**src/rtl/bfa_pkg.sv**
```systemverilog
// ----------------------------------------------------------------------------
// Best-fit allocator package
// Shared widths, codes, types and parameter defaults.
// ----------------------------------------------------------------------------
package bfa_pkg;

  // Field widths.
  localparam int LEN_W  = 21;
  localparam int ADDR_W = 20;
  localparam int SLOT_W = 5;
  localparam int CFG_W  = 21;
  localparam int CIDX_W = 2;

  // Parameter defaults.
  localparam int SLOT_COUNT_DEF   = 32;
  localparam int FREE_ENTRIES_DEF = 33;
  localparam int ADDR_BITS_DEF    = 20;

  // Register reset values.
  localparam logic [LEN_W-1:0]  RAM_SIZE_RST    = LEN_W'(65536);
  localparam logic [ADDR_W-1:0] BASE_OFFSET_RST = '0;

  // Configuration register indexes.
  typedef enum logic [CIDX_W-1:0] {
    REG_RAM_SIZE    = 2'd0,
    REG_BASE_OFFSET = 2'd1
  } reg_idx_t;

  // Request modes.
  typedef enum logic {
    MODE_ALLOC = 1'b0,
    MODE_FREE  = 1'b1
  } mode_t;

  // Result status codes.
  typedef enum logic [1:0] {
    STAT_OK       = 2'd0,
    STAT_NO_FIT   = 2'd1,
    STAT_NO_SLOT  = 2'd2,
    STAT_NOT_LIVE = 2'd3
  } status_t;

  // Sequencer states.
  typedef enum logic [2:0] {
    ST_INIT,
    ST_IDLE,
    ST_SLOT_RD,
    ST_SCAN,
    ST_UPDATE,
    ST_MAX,
    ST_RESULT
  } state_t;

  // What the shared scan unit looks for.
  typedef enum logic [1:0] {
    OP_BEST,
    OP_MERGE,
    OP_MAX
  } scan_op_t;

  // One segment: start address and length (addresses held at LEN_W bits).
  typedef struct packed {
    logic [LEN_W-1:0] addr;
    logic [LEN_W-1:0] len;
  } seg_t;

  // Scan control from the sequencer.
  typedef struct packed {
    logic     clr;
    scan_op_t op;
    logic     ent_vld;
  } scan_ctl_t;

  // Scan status back to the sequencer.
  typedef struct packed {
    logic best_found;
    logic left_found;
    logic right_found;
    logic empty_found;
  } scan_flags_t;

endpackage

```
**src/rtl/bfa_ram.sv**
```systemverilog
// ----------------------------------------------------------------------------
// Allocator table RAM
// Single write port, single read port with registered read data.
// ----------------------------------------------------------------------------
module bfa_ram #(
  parameter int DEPTH = bfa_pkg::FREE_ENTRIES_DEF,
  parameter int WIDTH = $bits(bfa_pkg::seg_t)
) (
  input  logic                                   clk,
  input  logic                                   we,
  input  logic [(DEPTH > 1 ? $clog2(DEPTH) : 1)-1:0] waddr,
  input  logic [WIDTH-1:0]                       wdata,
  input  logic [(DEPTH > 1 ? $clog2(DEPTH) : 1)-1:0] raddr,
  output logic [WIDTH-1:0]                       rdata
);

  logic [WIDTH-1:0] mem [DEPTH];

  // Write port.
  always_ff @(posedge clk) begin
    if (we) begin
      mem[waddr] <= wdata;
    end
  end

  // Registered read port.
  always_ff @(posedge clk) begin
    rdata <= mem[raddr];
  end

endmodule

```
**src/rtl/bfa_scan.sv**
```systemverilog
// ----------------------------------------------------------------------------
// Allocator scan unit
// Shared compare unit that walks the free table one entry per cycle.
// ----------------------------------------------------------------------------
module bfa_scan #(
  parameter int FREE_ENTRIES = bfa_pkg::FREE_ENTRIES_DEF,
  localparam int FIDX_W = (FREE_ENTRIES > 1) ? $clog2(FREE_ENTRIES) : 1
) (
  input  logic                    clk,
  input  logic                    rst_n,
  input  bfa_pkg::scan_ctl_t      ctl,
  input  logic [FIDX_W-1:0]       ent_idx,
  input  logic                    ent_valid,
  input  bfa_pkg::seg_t           ent,
  input  logic [bfa_pkg::LEN_W-1:0] key_size,
  input  logic [bfa_pkg::LEN_W-1:0] key_addr,
  input  logic [bfa_pkg::LEN_W:0]   key_end,
  output bfa_pkg::scan_flags_t    flags,
  output logic [FIDX_W-1:0]       best_idx,
  output bfa_pkg::seg_t           best_seg,
  output logic [FIDX_W-1:0]       left_idx,
  output bfa_pkg::seg_t           left_seg,
  output logic [FIDX_W-1:0]       right_idx,
  output logic [bfa_pkg::LEN_W-1:0] right_len,
  output logic [FIDX_W-1:0]       empty_idx,
  output logic [bfa_pkg::LEN_W-1:0] max_len
);

  bfa_pkg::scan_flags_t flags_r;
  logic [FIDX_W-1:0]    best_idx_r, left_idx_r, right_idx_r, empty_idx_r;
  bfa_pkg::seg_t        best_seg_r, left_seg_r;
  logic [bfa_pkg::LEN_W-1:0] right_len_r, max_len_r;

  logic [bfa_pkg::LEN_W:0] ent_end;
  logic fits, better, is_left, is_right;

  // Shared adder and comparators.
  always_comb begin
    ent_end  = {1'b0, ent.addr} + {1'b0, ent.len};
    fits     = ent.len >= key_size;
    better   = !flags_r.best_found || (ent.len < best_seg_r.len) ||
               ((ent.len == best_seg_r.len) && (ent.addr < best_seg_r.addr));
    is_left  = ent_end == {1'b0, key_addr};
    is_right = {1'b0, ent.addr} == key_end;
  end

  // Accumulate the scan results.
  always_ff @(posedge clk) begin
    if (!rst_n || ctl.clr) begin
      flags_r   <= '0;
      max_len_r <= '0;
    end else if (ctl.ent_vld) begin
      case (ctl.op)
        bfa_pkg::OP_BEST: begin
          if (ent_valid && fits && better) begin
            flags_r.best_found <= 1'b1;
            best_idx_r         <= ent_idx;
            best_seg_r         <= ent;
          end
        end
        bfa_pkg::OP_MERGE: begin
          if (ent_valid && is_left) begin
            flags_r.left_found <= 1'b1;
            left_idx_r         <= ent_idx;
            left_seg_r         <= ent;
          end else if (ent_valid && is_right) begin
            flags_r.right_found <= 1'b1;
            right_idx_r         <= ent_idx;
            right_len_r         <= ent.len;
          end
          if (!ent_valid && !flags_r.empty_found) begin
            flags_r.empty_found <= 1'b1;
            empty_idx_r         <= ent_idx;
          end
        end
        default: begin
          if (ent_valid && (ent.len > max_len_r)) begin
            max_len_r <= ent.len;
          end
        end
      endcase
    end
  end

  assign flags     = flags_r;
  assign best_idx  = best_idx_r;
  assign best_seg  = best_seg_r;
  assign left_idx  = left_idx_r;
  assign left_seg  = left_seg_r;
  assign right_idx = right_idx_r;
  assign right_len = right_len_r;
  assign empty_idx = empty_idx_r;
  assign max_len   = max_len_r;

endmodule

```
**src/rtl/best_fit_block_allocator_top.sv**
```systemverilog
// ----------------------------------------------------------------------------
// Best-fit block allocator
// Free-segment and slot tables with best-fit allocation and coalescing free.
// ----------------------------------------------------------------------------
// Usage: raise start with in_mode, in_req_size and in_slot while busy is low;
// the request is taken at that edge and busy rises. An allocate request takes
// the smallest fitting free segment (lowest address on a tie) and the lowest
// clear slot; a free request returns a live slot's block and merges it with
// free neighbors. Each request gives one result, shown for exactly one cycle
// with out_valid high; the receiver cannot stall it. busy falls in the cycle
// after the result.
// Allocate and a successful free each make two passes of the shared scan unit
// over the free table RAM, one read a cycle: one to search, one for the largest
// free segment after the update. A failed free makes only the latter pass.
// Reset and every write to an existing configuration register re-initialize
// both tables, with busy high in the init state.
// ----------------------------------------------------------------------------
module best_fit_block_allocator_top #(
  parameter int SLOT_COUNT   = bfa_pkg::SLOT_COUNT_DEF,
  parameter int FREE_ENTRIES = bfa_pkg::FREE_ENTRIES_DEF,
  parameter int ADDR_BITS    = bfa_pkg::ADDR_BITS_DEF
) (
  input  logic                         clk,
  input  logic                         rst_n,
  // Request channel.
  input  logic                         start,
  output logic                         busy,
  input  logic                         in_mode,
  input  logic [bfa_pkg::LEN_W-1:0]    in_req_size,
  input  logic [bfa_pkg::SLOT_W-1:0]   in_slot,
  // Result channel.
  output logic                         out_valid,
  output logic [1:0]                   out_status,
  output logic [bfa_pkg::SLOT_W-1:0]   out_slot_used,
  output logic [bfa_pkg::ADDR_W-1:0]   out_block_addr,
  output logic [bfa_pkg::LEN_W-1:0]    out_block_size,
  output logic [bfa_pkg::LEN_W-1:0]    out_largest_free,
  output logic [bfa_pkg::LEN_W-1:0]    out_used_total,
  // Configuration port.
  input  logic                         cfg_we,
  input  logic [bfa_pkg::CIDX_W-1:0]   cfg_index,
  input  logic [bfa_pkg::CFG_W-1:0]    cfg_wdata
);

  localparam int LW     = bfa_pkg::LEN_W;
  localparam int FIDX_W = (FREE_ENTRIES > 1) ? $clog2(FREE_ENTRIES) : 1;
  localparam int SIDX_W = (SLOT_COUNT > 1) ? $clog2(SLOT_COUNT) : 1;
  localparam int SCAN_N = (FREE_ENTRIES > SLOT_COUNT) ? FREE_ENTRIES : SLOT_COUNT;
  localparam int CNT_W  = $clog2(SCAN_N + 1);
  localparam logic [32:0] LIMIT = 33'(1) << ADDR_BITS;

  // Configuration registers.
  logic [LW-1:0]             ram_size_r;
  logic [bfa_pkg::ADDR_W-1:0] base_r;

  bfa_pkg::state_t state_r, state_nxt;
  logic [CNT_W-1:0]  cnt_r;
  logic              ent_vld_r;
  logic [FIDX_W-1:0] ent_idx_r;

  // Request registers.
  logic                       mode_r;
  logic [LW-1:0]              size_r;
  logic [bfa_pkg::SLOT_W-1:0] sidx_r;
  logic [LW-1:0]              key_addr_r;
  logic [LW:0]                key_end_r;
  logic                       slot_found_r;
  logic [SIDX_W-1:0]          slot_sel_r;

  // Table state.
  logic [FREE_ENTRIES-1:0] fv_r;
  logic [SLOT_COUNT-1:0]   sv_r;
  logic [LW-1:0]           used_r;

  // Result registers.
  bfa_pkg::status_t           st_r;
  logic [bfa_pkg::SLOT_W-1:0] oslot_r;
  logic [LW-1:0]              oaddr_r;
  logic [LW-1:0]              osize_r;

  // RAM ports.
  logic              fwe;
  logic [FIDX_W-1:0] fwaddr;
  bfa_pkg::seg_t     fwdata, frdata;
  logic              swe;
  logic [SIDX_W-1:0] swaddr, sraddr;
  bfa_pkg::seg_t     swdata, srdata;

  // Scan unit.
  bfa_pkg::scan_ctl_t   sctl;
  bfa_pkg::scan_flags_t sflags;
  logic [FIDX_W-1:0]    best_idx, left_idx, right_idx, empty_idx;
  bfa_pkg::seg_t        best_seg, left_seg;
  logic [LW-1:0]        right_len, max_len;

  logic accept, in_range, slot_live, alloc_ok, scan_done, cfg_hit;
  logic [SIDX_W-1:0] in_sidx;
  logic [32:0] lo33, hi33;
  bfa_pkg::seg_t init_seg;

  assign accept    = start && (state_r == bfa_pkg::ST_IDLE);
  assign in_sidx   = SIDX_W'(in_slot);
  assign in_range  = 7'(in_slot) < 7'(SLOT_COUNT);
  assign slot_live = in_range && sv_r[in_sidx];
  assign scan_done = cnt_r == CNT_W'(SCAN_N);
  assign alloc_ok  = (size_r != '0) && slot_found_r && sflags.best_found;

  // Only a write to an existing register re-initializes the tables.
  assign cfg_hit   = cfg_we && ((cfg_index == bfa_pkg::REG_RAM_SIZE) ||
                                (cfg_index == bfa_pkg::REG_BASE_OFFSET));

  // Initial free segment from the clamped range.
  always_comb begin
    lo33 = (33'(base_r) < LIMIT) ? 33'(base_r) : LIMIT;
    hi33 = (33'(ram_size_r) < LIMIT) ? 33'(ram_size_r) : LIMIT;
    init_seg.addr = lo33[LW-1:0];
    init_seg.len  = (hi33 > lo33) ? LW'(hi33 - lo33) : '0;
  end

  // Next state and scan control.
  always_comb begin
    state_nxt = state_r;
    unique case (state_r)
      bfa_pkg::ST_INIT:    state_nxt = bfa_pkg::ST_IDLE;
      bfa_pkg::ST_IDLE: begin
        if (start) begin
          if (in_mode == bfa_pkg::MODE_ALLOC) state_nxt = bfa_pkg::ST_SCAN;
          else if (slot_live)                 state_nxt = bfa_pkg::ST_SLOT_RD;
          else                                state_nxt = bfa_pkg::ST_MAX;
        end
      end
      bfa_pkg::ST_SLOT_RD: state_nxt = bfa_pkg::ST_SCAN;
      bfa_pkg::ST_SCAN:    if (scan_done) state_nxt = bfa_pkg::ST_UPDATE;
      bfa_pkg::ST_UPDATE:  state_nxt = bfa_pkg::ST_MAX;
      bfa_pkg::ST_MAX:     if (scan_done) state_nxt = bfa_pkg::ST_RESULT;
      bfa_pkg::ST_RESULT:  state_nxt = bfa_pkg::ST_IDLE;
      default:             state_nxt = bfa_pkg::ST_INIT;
    endcase
    if (cfg_hit) state_nxt = bfa_pkg::ST_INIT;

    sctl.clr     = (state_nxt != state_r) &&
                   ((state_nxt == bfa_pkg::ST_SCAN) || (state_nxt == bfa_pkg::ST_MAX));
    sctl.op      = (state_r == bfa_pkg::ST_MAX) ? bfa_pkg::OP_MAX :
                   (mode_r == bfa_pkg::MODE_ALLOC) ? bfa_pkg::OP_BEST : bfa_pkg::OP_MERGE;
    sctl.ent_vld = ent_vld_r;
  end

  // State register and scan counter.
  always_ff @(posedge clk) begin
    if (!rst_n) begin
      state_r   <= bfa_pkg::ST_INIT;
      cnt_r     <= '0;
      ent_vld_r <= 1'b0;
    end else begin
      state_r   <= state_nxt;
      ent_vld_r <= ((state_r == bfa_pkg::ST_SCAN) || (state_r == bfa_pkg::ST_MAX)) &&
                   (cnt_r < CNT_W'(FREE_ENTRIES));
      ent_idx_r <= cnt_r[FIDX_W-1:0];
      if (state_nxt != state_r) cnt_r <= '0;
      else                      cnt_r <= cnt_r + 1'b1;
    end
  end

  // Configuration registers.
  always_ff @(posedge clk) begin
    if (!rst_n) begin
      ram_size_r <= bfa_pkg::RAM_SIZE_RST;
      base_r     <= bfa_pkg::BASE_OFFSET_RST;
    end else if (cfg_we) begin
      unique case (cfg_index)
        bfa_pkg::REG_RAM_SIZE:    ram_size_r <= cfg_wdata;
        bfa_pkg::REG_BASE_OFFSET: base_r     <= cfg_wdata[bfa_pkg::ADDR_W-1:0];
        default: ;
      endcase
    end
  end

  // Table writes for init and update.
  always_comb begin
    fwe    = 1'b0;
    fwaddr = '0;
    fwdata = init_seg;
    swe    = 1'b0;
    swaddr = slot_sel_r;
    swdata.addr = best_seg.addr;
    swdata.len  = size_r;
    if (state_r == bfa_pkg::ST_INIT) begin
      fwe = 1'b1;
    end else if (state_r == bfa_pkg::ST_UPDATE) begin
      if (mode_r == bfa_pkg::MODE_ALLOC) begin
        fwe         = alloc_ok && (best_seg.len != size_r);
        swe         = alloc_ok;
        fwaddr      = best_idx;
        fwdata.addr = best_seg.addr + size_r;
        fwdata.len  = best_seg.len - size_r;
      end else if (sflags.left_found) begin
        fwe         = 1'b1;
        fwaddr      = left_idx;
        fwdata.addr = left_seg.addr;
        fwdata.len  = left_seg.len + size_r + (sflags.right_found ? right_len : '0);
      end else if (sflags.right_found) begin
        fwe         = 1'b1;
        fwaddr      = right_idx;
        fwdata.addr = key_addr_r;
        fwdata.len  = right_len + size_r;
      end else begin
        fwe         = sflags.empty_found;
        fwaddr      = empty_idx;
        fwdata.addr = key_addr_r;
        fwdata.len  = size_r;
      end
    end
    sraddr = in_sidx;
  end

  // Request, valid bits, running total and result fields.
  always_ff @(posedge clk) begin
    if (!rst_n) begin
      fv_r   <= '0;
      sv_r   <= '0;
      used_r <= '0;
    end else begin
      unique case (state_r)
        bfa_pkg::ST_INIT: begin
          fv_r    <= {{(FREE_ENTRIES-1){1'b0}}, (init_seg.len != '0)};
          sv_r    <= '0;
          used_r  <= '0;
        end
        bfa_pkg::ST_IDLE: begin
          if (accept) begin
            mode_r       <= in_mode;
            size_r       <= in_req_size;
            sidx_r       <= in_slot;
            slot_found_r <= 1'b0;
            oslot_r      <= (in_mode == bfa_pkg::MODE_FREE) ? in_slot : '0;
            oaddr_r      <= '0;
            osize_r      <= '0;
            st_r         <= (in_mode == bfa_pkg::MODE_FREE && !slot_live) ?
                            bfa_pkg::STAT_NOT_LIVE : bfa_pkg::STAT_OK;
          end
        end
        bfa_pkg::ST_SLOT_RD: begin
          size_r       <= srdata.len;
          key_addr_r   <= srdata.addr;
          key_end_r    <= {1'b0, srdata.addr} + {1'b0, srdata.len};
          oaddr_r      <= srdata.addr;
          osize_r      <= srdata.len;
          sv_r[SIDX_W'(sidx_r)] <= 1'b0;
          used_r       <= used_r - srdata.len;
        end
        bfa_pkg::ST_SCAN: begin
          // Lowest clear slot, found alongside the free-table pass.
          if ((cnt_r < CNT_W'(SLOT_COUNT)) && !slot_found_r &&
              !sv_r[cnt_r[SIDX_W-1:0]]) begin
            slot_found_r <= 1'b1;
            slot_sel_r   <= cnt_r[SIDX_W-1:0];
          end
        end
        bfa_pkg::ST_UPDATE: begin
          if (mode_r == bfa_pkg::MODE_ALLOC) begin
            if (size_r == '0)             st_r <= bfa_pkg::STAT_NO_FIT;
            else if (!slot_found_r)       st_r <= bfa_pkg::STAT_NO_SLOT;
            else if (!sflags.best_found)  st_r <= bfa_pkg::STAT_NO_FIT;
            if (alloc_ok) begin
              oslot_r            <= bfa_pkg::SLOT_W'(slot_sel_r);
              oaddr_r            <= best_seg.addr;
              osize_r            <= size_r;
              sv_r[slot_sel_r]   <= 1'b1;
              used_r             <= used_r + size_r;
              if (best_seg.len == size_r) fv_r[best_idx] <= 1'b0;
            end
          end else if (sflags.left_found) begin
            if (sflags.right_found) fv_r[right_idx] <= 1'b0;
          end else if (!sflags.right_found && sflags.empty_found) begin
            fv_r[empty_idx] <= 1'b1;
          end
        end
        default: ;
      endcase
    end
  end

  // Free segment table.
  bfa_ram #(.DEPTH(FREE_ENTRIES), .WIDTH($bits(bfa_pkg::seg_t))) u_free_ram (
    .clk   (clk),
    .we    (fwe),
    .waddr (fwaddr),
    .wdata (fwdata),
    .raddr (cnt_r[FIDX_W-1:0]),
    .rdata (frdata)
  );

  // Live block table.
  bfa_ram #(.DEPTH(SLOT_COUNT), .WIDTH($bits(bfa_pkg::seg_t))) u_slot_ram (
    .clk   (clk),
    .we    (swe),
    .waddr (swaddr),
    .wdata (swdata),
    .raddr (sraddr),
    .rdata (srdata)
  );

  // Shared scan unit.
  bfa_scan #(.FREE_ENTRIES(FREE_ENTRIES)) u_scan (
    .clk       (clk),
    .rst_n     (rst_n),
    .ctl       (sctl),
    .ent_idx   (ent_idx_r),
    .ent_valid (fv_r[ent_idx_r]),
    .ent       (frdata),
    .key_size  (size_r),
    .key_addr  (key_addr_r),
    .key_end   (key_end_r),
    .flags     (sflags),
    .best_idx  (best_idx),
    .best_seg  (best_seg),
    .left_idx  (left_idx),
    .left_seg  (left_seg),
    .right_idx (right_idx),
    .right_len (right_len),
    .empty_idx (empty_idx),
    .max_len   (max_len)
  );

  // Result ports.
  assign busy             = state_r != bfa_pkg::ST_IDLE;
  assign out_valid        = state_r == bfa_pkg::ST_RESULT;
  assign out_status       = st_r;
  assign out_slot_used    = oslot_r;
  assign out_block_addr   = oaddr_r[bfa_pkg::ADDR_W-1:0];
  assign out_block_size   = osize_r;
  assign out_largest_free = max_len;
  assign out_used_total   = used_r;

endmodule

```
**config.mk**
```make
export PLATFORM = sky130hd
export DESIGN_NAME = best_fit_block_allocator_top
export DESIGN_NICKNAME = d
export VERILOG_FILES = /design/src/rtl/bfa_pkg.sv /design/src/rtl/bfa_ram.sv /design/src/rtl/bfa_scan.sv /design/src/rtl/best_fit_block_allocator_top.sv
export SDC_FILE = /design/constraint.sdc
export NUM_CORES = 2
export LEC_CHECK = 0
export CAP_MARGIN = 5
export CELL_PAD_IN_SITES_DETAIL_PLACEMENT = 2
export CELL_PAD_IN_SITES_GLOBAL_PLACEMENT = 2
export CORE_MARGIN = 1.5
export CORE_UTILIZATION = 45
export DETAILED_ROUTE_END_ITERATION = 10
export DONT_BUFFER_PORTS = 1
export PLACE_DENSITY_LB_ADDON = 0.1
export RECOVER_POWER = 50
export SYNTH_ARGS = -nofsm -noshare
export SYNTH_HDL_FRONTEND = slang
export SYNTH_SLANG_ARGS = --single-unit
```
**constraint.sdc**
```tcl
create_clock -name clk -period 8.63 [get_ports clk]
set_input_delay 1.2945 -clock clk [delete_from_list [all_inputs] [get_ports clk]]
set_output_delay 1.2945 -clock clk [all_outputs]
set_load 0.03 [all_outputs]
```
# Yosys cells after proc, flatten, opt, wreduce, memory -nomap -nowiden
# Memory sizes are Yosys's and may differ from the RTL's. A register that Yosys moved wholly into a read port is not among the register bits.
# Index checks and enable logic that the tools add are counted.
# W data, S select, Z words.
[totals]
mem_bits_rw = 2730
n_memories = 2
inputBits = 54
output_inout_bits = 92
ff_bits = 421
[classes]
n_addsub = 11
n_eq_ne = 27
magnitude_cmp = 21
reduce_logical = 73
n_mux = 87
bitwise = 12
[memory_table]
columns = ["name", "words", "width", "read_ports", "rd_clocked_by_memory_dff", "wr", "line_no", "source"]
rows = [
  ["u_free_ram.mem", 33, 42, 1, 1, 1, "bfa_ram.sv:17", "logic [WIDTH-1:0] mem [DEPTH];"],
  ["u_slot_ram.mem", 32, 42, 1, 1, 1, "bfa_ram.sv:17", ""],
]
[op_table]
columns = ["cell", "count"]
rows = [
  ["$mux W21", 10],
  ["$mux W33", 6],
  ["$mux W42", 4],
  ["$pmux W21 S3", 2],
  ["$add A21 B21 Y21", 5],
  ["$pmux W32 S3", 1],
  ["$and A33 B33 Y33", 2],
  ["$not A33 Y33", 2],
  ["$pmux W33 S2", 1],
  ["$mux W32", 2],
  ["$pmux W20 S3", 1],
  ["$add A21 B21 Y22", 2],
  ["$eq A21 B21 Y1", 2],
  ["$lt A21 B21 Y1", 2],
  ["$pmux W21 S2", 1],
  ["$reduce_bool A21 Y1", 2],
  ["$sub A21 B21 Y21", 2],
  ["$mux W20", 2],
  ["$or A33 B33 Y33", 1],
  ["$and A32 B32 Y32", 1],
  ["$not A32 Y32", 1],
  ["$or A32 B32 Y32", 1],
  ["$mux W6", 5],
  ["$lt A6 B7 Y1 const B", 4],
  ["other kinds (52)", 169],
]

# Logic depth before layout (Yosys ltp)
[depth]
depth_word = 13
ltp_mapped = 22
depth_no_buf = 19

# Modules after synthesis
# A second synthesis with hierarchy kept.
[hier_totals]
cells_unflattened = 9110
hier_area_um2 = 138341.4
[modules_own_cells]
columns = ["module", "instances", "area_per_inst_um2", "seq_area_each_um2", "cells_per_inst"]
rows = [
  ["bfa_ram at u_free_ram", 1, 55084.1, 42460.7, 2890],
  ["bfa_ram at u_slot_ram", 1, 53188.5, 41199.5, 2953],
  ["best_fit_block_allocator_top", 1, 21311.7, 6646.4, 2515],
  ["bfa_scan", 1, 8757.1, 4374.2, 752],
]

# Least setup slack after synthesis
# No wires, ideal clock.
[synth_timing]
kind = "input-to-reg"
start = "input port in_slot[2] (netlist name)"
end = "register u_scan.best_idx_r[0], in the netlist u_scan.best_idx[0], enable pin"
t_arrival_ns = 6.132
setup_time_ns = 0.482
t_required_ns = 8.148
n_path_buf = 2
stages = 12
setup_slack_ns = 2.016
cell_sequence = "clkbuf_1 -> mux4_2 -> mux4_2 -> mux2i_4 -> a221oi_1 -> nor2_2 -> a21oi_1 -> or3_1 -> buf_2 -> a21boi_4 -> nand2b_1 -> a31oi_1"
[synth_between]
elab_chain_len = 13
elab_cells_between_ends = 15
cone_classes = "eq/ne (3); mux (7); bitwise (1); reduce/logical (4)"
[synth_rtl]
columns = ["item", "line_no", "source"]
rows = [
  ["start, declared", "best_fit_block_allocator_top.sv:30", "input logic [bfa_pkg::SLOT_W-1:0] in_slot,"],
  ["$bmux W1 S5 (*)", "best_fit_block_allocator_top.sv:104", "assign slot_live = in_range && sv_r[in_sidx];"],
  ["$mux W1 (not written as such) (*)", "best_fit_block_allocator_top.sv:104", ""],
  ["$mux W3 (*)", "best_fit_block_allocator_top.sv:128", "else if (slot_live) state_nxt = bfa_pkg::ST_SLOT_RD;"],
  ["$mux W3 (*)", "best_fit_block_allocator_top.sv:127", "if (in_mode == bfa_pkg::MODE_ALLOC) state_nxt = bfa_pkg::ST_SCAN;"],
  ["$mux W3 (*)", "best_fit_block_allocator_top.sv:126", "if (start) begin"],
  ["$pmux W3 S6 (*)", "best_fit_block_allocator_top.sv:123", "unique case (state_r)"],
  ["$mux W3 (*)", "best_fit_block_allocator_top.sv:139", "if (cfg_hit) state_nxt = bfa_pkg::ST_INIT;"],
  ["$eq A3 B2 Y1 / $eq A3 B3 Y1 (equally long branches)", "best_fit_block_allocator_top.sv:142", "((state_nxt == bfa_pkg::ST_SCAN) || (state_nxt == bfa_pkg::ST_MAX));"],
  ["$logic_or A1 B1 Y1", "best_fit_block_allocator_top.sv:142", ""],
  ["$logic_and A1 B1 Y1 (*)", "best_fit_block_allocator_top.sv:141", "sctl.clr = (state_nxt != state_r) &&"],
  ["$logic_or A1 B1 Y1 (*)", "bfa_scan.sv:49", "if (!rst_n || ctl.clr) begin"],
  ["$not A1 Y1 (no line) (*)", "-", ""],
  ["$reduce_and A4 Y1 (no line) (*)", "-", ""],
  ["end signal, assigned", "bfa_scan.sv:57", "best_idx_r <= ent_idx;"],
  ["end, declared", "bfa_scan.sv:30", "logic [FIDX_W-1:0] best_idx_r, left_idx_r, right_idx_r, empty_idx_r;"],
]
# Every way passes the cells marked *; elsewhere a longest branch is shown, timed or not. The select of a mux whose other input is x is not followed.
# A chain may end at the register's enable or synchronous reset.

# Final worst setup path
[layout_timing]
start = "register size_r[12]"
end = "memory u_slot_ram.mem[4][33] (netlist name), enable pin"
[layout_between]
elab_chain_len = 8
[layout_rtl]
columns = ["item", "line_no", "source"]
rows = [
  ["start, declared", "best_fit_block_allocator_top.sv:63", "logic [LW-1:0] size_r;"],
  ["start signal, assigned", "best_fit_block_allocator_top.sv:232", "size_r <= in_req_size;"],
  ["start signal, assigned", "best_fit_block_allocator_top.sv:243", "size_r <= srdata.len;"],
  ["$reduce_bool A21 Y1", "best_fit_block_allocator_top.sv:106", "assign alloc_ok = (size_r != '0) && slot_found_r && sflags.best_found;"],
  ["$logic_and A1 B1 Y1 (2 in series)", "best_fit_block_allocator_top.sv:106", ""],
  ["$mux W1", "best_fit_block_allocator_top.sv:190", "if (mode_r == bfa_pkg::MODE_ALLOC) begin"],
  ["$mux W1", "best_fit_block_allocator_top.sv:189", "end else if (state_r == bfa_pkg::ST_UPDATE) begin"],
  ["$mux W1", "best_fit_block_allocator_top.sv:187", "if (state_r == bfa_pkg::ST_INIT) begin"],
  ["$mux W1", "bfa_ram.sv:21", "if (we) begin"],
  ["$mux W1 (not written as such)", "bfa_ram.sv:22", "mem[waddr] <= wdata;"],
  ["end, declared", "bfa_ram.sv:17", ""],
]
# Every way passes these cells.

==> impl_metrics.ini <==
[clock_network]
clock_path_buffers = 4
holdBufCountCts = 0
htree_levels = 5
tritoncts = yes
numCtsBuffers = 348
clk_pin_slew_ns = 0.06
post-cts-setup-buffers = 0
root_buffer = clkbuf_16
clk-insertion-delay-late_ns = 0.96
ctsResizeCount = 0
cts_num_sinks = 3235

[drt]
drtIter0Drc = 7745
drt_pass1_iterations = 7
vias_per_cell = 6.359
drc = 0
routed_wl_mm = 465.9
routedWlPerCell_um = 39.57
ant_nets = 0
num_vias = 74860

[floorplan]
die_x_um = 550.0
start_util = 0.4529
core_um2 = 297300
placementRows = 200
die_area_um2 = 302500
ios = 146
chipHeight_um = 550.0

[finish]
post-route-util = 0.5086
fillCellCount = 26220
fin_nets = 7873
drive_above_1_share = 0.2076
syn2layout_area_growth_pct = 12.29

[timing]
max_freq_ghz = 0.1323
final-max-slew-violation-count = 2493
fin_crit_sh = 0.8759
max-slew-margin-rel = -1.599
fin_skew_ns = 0.05201
finalSetupViolCount = 0
finalHoldViolations = 0
fin_setup_tns_ns = 0
holdWs_ns = 0.4517
rsz0062_at_grt = no
fin_crit_ns = 7.559
setup_slack_ns = 1.071
worstMarginPinSlew_ns = 3.858

[synthesis]
syn-cell-area_um2 = 134600
syn_nets = 7661
synthCells = 7331
synth_edf_count = 2989
synth_cell_types = 84
yosysWarnings = 0
syn_area_per_cell_um2 = 18.37
yosysSeqAreaShare = 0.7032
synth_seq_cells = 3235
synth-async-reset-ratio = 0
ys.flop_type = edfxtp_1

[place]
gp_congestion = 0.8773
port_buffers = 0
hpwl_mm = 278.6
place_ws_ns = 2.226

[hold_path]
min-delay-start = in_mode
hold_class = input pin to flip-flop

[run_status]
violations = capacitance limit, slew limit
status = complete, but fails checks

[global_route]
antenna_found_initial = 24
grt_start_max_net_pins = 347
grt_pass1_vias = 80170
grtUsageTotal = 0.3062
overflow = 0
grt_pass1_wl_mm = 641.1

[critical_path]
criticalPathCategory = flip-flop to flip-flop
cp-startpoint = size_r[12]
critPathRequiredTime_ns = 9.18
crit_path_start_kind = flip-flop
critPathArrivalTime_ns = 8.11
critPathMaxFanout = 39
endpoint_kind = flip-flop
worstReg2RegStart = size_r[12]

[power]
fin_total_pwr_mw = 35.76
p_leak_nw = 48.48
vdd_drop_max_uv = 185.3
p_per_area_nw_per_um2 = 236.5

[run]
drv_cap = 80
==> metal layers <==
metal | GRT usage | wire [um] | vias to the layer above
li1 | - | - | 30070
met1 | 0.3938 | 181900 | 40930
met2 | 0.5267 | 235000 | 3107
met3 | 0.04557 | 29560 | 754
met4 | 0.1148 | 19410 | 4
met5 | 0 | 26 | -
==> cell type report <==
class	count	area (um^2)	area share
Sequential cell	3235	94690	0.6262
Multi-Input combinational cell	3591	38460	0.2544
Clock buffer	459	9383	0.06205
Tap cell	3939	4928	0.03259
Clock inverter	172	1730	0.01144
Timing Repair Buffer	208	1390	0.009193
Inverter	159	596.8	0.003947
Antenna cell	10	25.02	0.0001655
==> cells in the final DEF (no fill, tap or decap), drive strengths merged, types with 22 or more instances in the layout <==
| master | n |
|---|---|
| nor2 | 265 |
| a22oi | 24 |
| buf | 122 |
| bufinv | 29 |
| dfxtp | 246 |
| xor2 | 60 |
| clkbuf | 545 |
| nor3 | 89 |
| a211oi | 28 |
| nand2 | 432 |
| and2 | 43 |
| edfxtp | 2989 |
| fa | 28 |
| nand4 | 34 |
| mux4 | 867 |
| a31oi | 28 |
| o21ai | 267 |
| mux2i | 92 |
| inv | 171 |
| a311oi | 28 |
| or3 | 22 |
| mux2 | 49 |
| ha | 248 |
| xnor2 | 125 |
| nand2b | 37 |
| a21boi | 69 |
| nor4 | 23 |
| a21oi | 208 |
| o211ai | 28 |
| nor2b | 83 |
| a21o | 73 |
| o21a | 106 |
| nand3 | 47 |
| clkinv | 123 |
==> state kept, by name (all words and copies together) (netlist names), 20 cells and up <==
signal / cells
u_scan.left_seg: 42
base_r: 20
u_free_ram.mem: 1386
u_slot_ram.rdata: 42
fv_r: 33
key_addr_r: 21
ram_size_r: 21
u_free_ram.rdata: 42
u_slot_ram.mem: 1344
key_end_r: 22
u_scan.best_seg: 42
u_scan.max_len: 21
sv_r: 32
size_r: 21
oaddr_r: 20
u_scan.right_len: 21
out_used_total: 21
out_block_size: 21
==> power by group <==
| group | switching, mW | internal, mW | leakage [nW] |
|---|---|---|---|
| Sequential | 0.277 | 17.5 | 29.4 |
| Combinational | 1.89 | 1.12 | 13.7 |
| Clock | 6.45 | 8.54 | 5.42 |
==> per-stage QoR <==
| step | area [um^2] | instances |
|---|---|---|
| 6_report | 151200 | 11770 |
| 5_1_grt | 151200 | 11770 |
| 4_1_cts | 151600 | 11740 |
| 3_5_place_dp | 140500 | 11110 |
| 3_3_place_gp | 140500 | 11110 |
| 2_1_floorplan | 134600 | 7331 |
==> kinds of logic after synthesis <==
family	Yosys count	synth area share
and+or+nand+nor	1136	0.03994
AOI/OAI and AO/OA	986	0.04718
muxes	1008	0.1560
buffers and inverters	505	0.01443
adders and majority gates	276	0.02721
DFF	3235	0.7032
xor gates and xnor gates	185	0.01203
==> cells in the mapped netlist (all sizes together) (43+ instances only) <==
| master | n | area share |
|---|---|---|
| edfxtp | 2989 | 0.67 |
| mux4 | 867 | 0.15 |
| nand2 | 432 | 0.012 |
| o21ai | 267 | 0.0099 |
| nor2 | 265 | 0.0082 |
| ha | 248 | 0.023 |
| dfxtp | 246 | 0.037 |
| clkbuf | 245 | 0.0068 |
| a21oi | 208 | 0.0077 |
| inv | 158 | 0.0044 |
| xnor2 | 125 | 0.0081 |
| o21a | 106 | 0.0059 |
| buf | 101 | 0.0032 |
| mux2i | 92 | 0.0069 |
| nor3 | 89 | 0.0033 |
| nor2b | 83 | 0.0039 |
| a21o | 73 | 0.0041 |
| a21boi | 69 | 0.0039 |
| xor2 | 60 | 0.0039 |
| mux2 | 49 | 0.0041 |
| nand3 | 47 | 0.0017 |
| and2 | 43 | 0.0020 |
==> final timing paths <==
| check | depth (start not counted) | slack (ns) | to |
|---|---|---|---|
| worst max-delay path | 9 | 1.07 | u_slot_ram.mem[4][33] |
| worst min-delay path | 0 | 0.45 | mode_r |
| worst max register to register | 9 | 1.07 | u_slot_ram.mem[4][33] |
| worst min register to register | 2 | 0.46 | u_free_ram.rdata[9] |
==> worst max-delay path, stage by stage, from the launching register on <==
cell and delay, ns:
edfxtp_1 0.33, clkbuf_1 2.16, nor4_1 0.09, nand4_1 0.33, o211ai_1 0.11, clkbuf_1 0.21
or2_2 0.36, or3_1 0.49, nor2_1 2.06, buf_4 0.92
No activity file was read; power rests on OpenSTA's default activity.
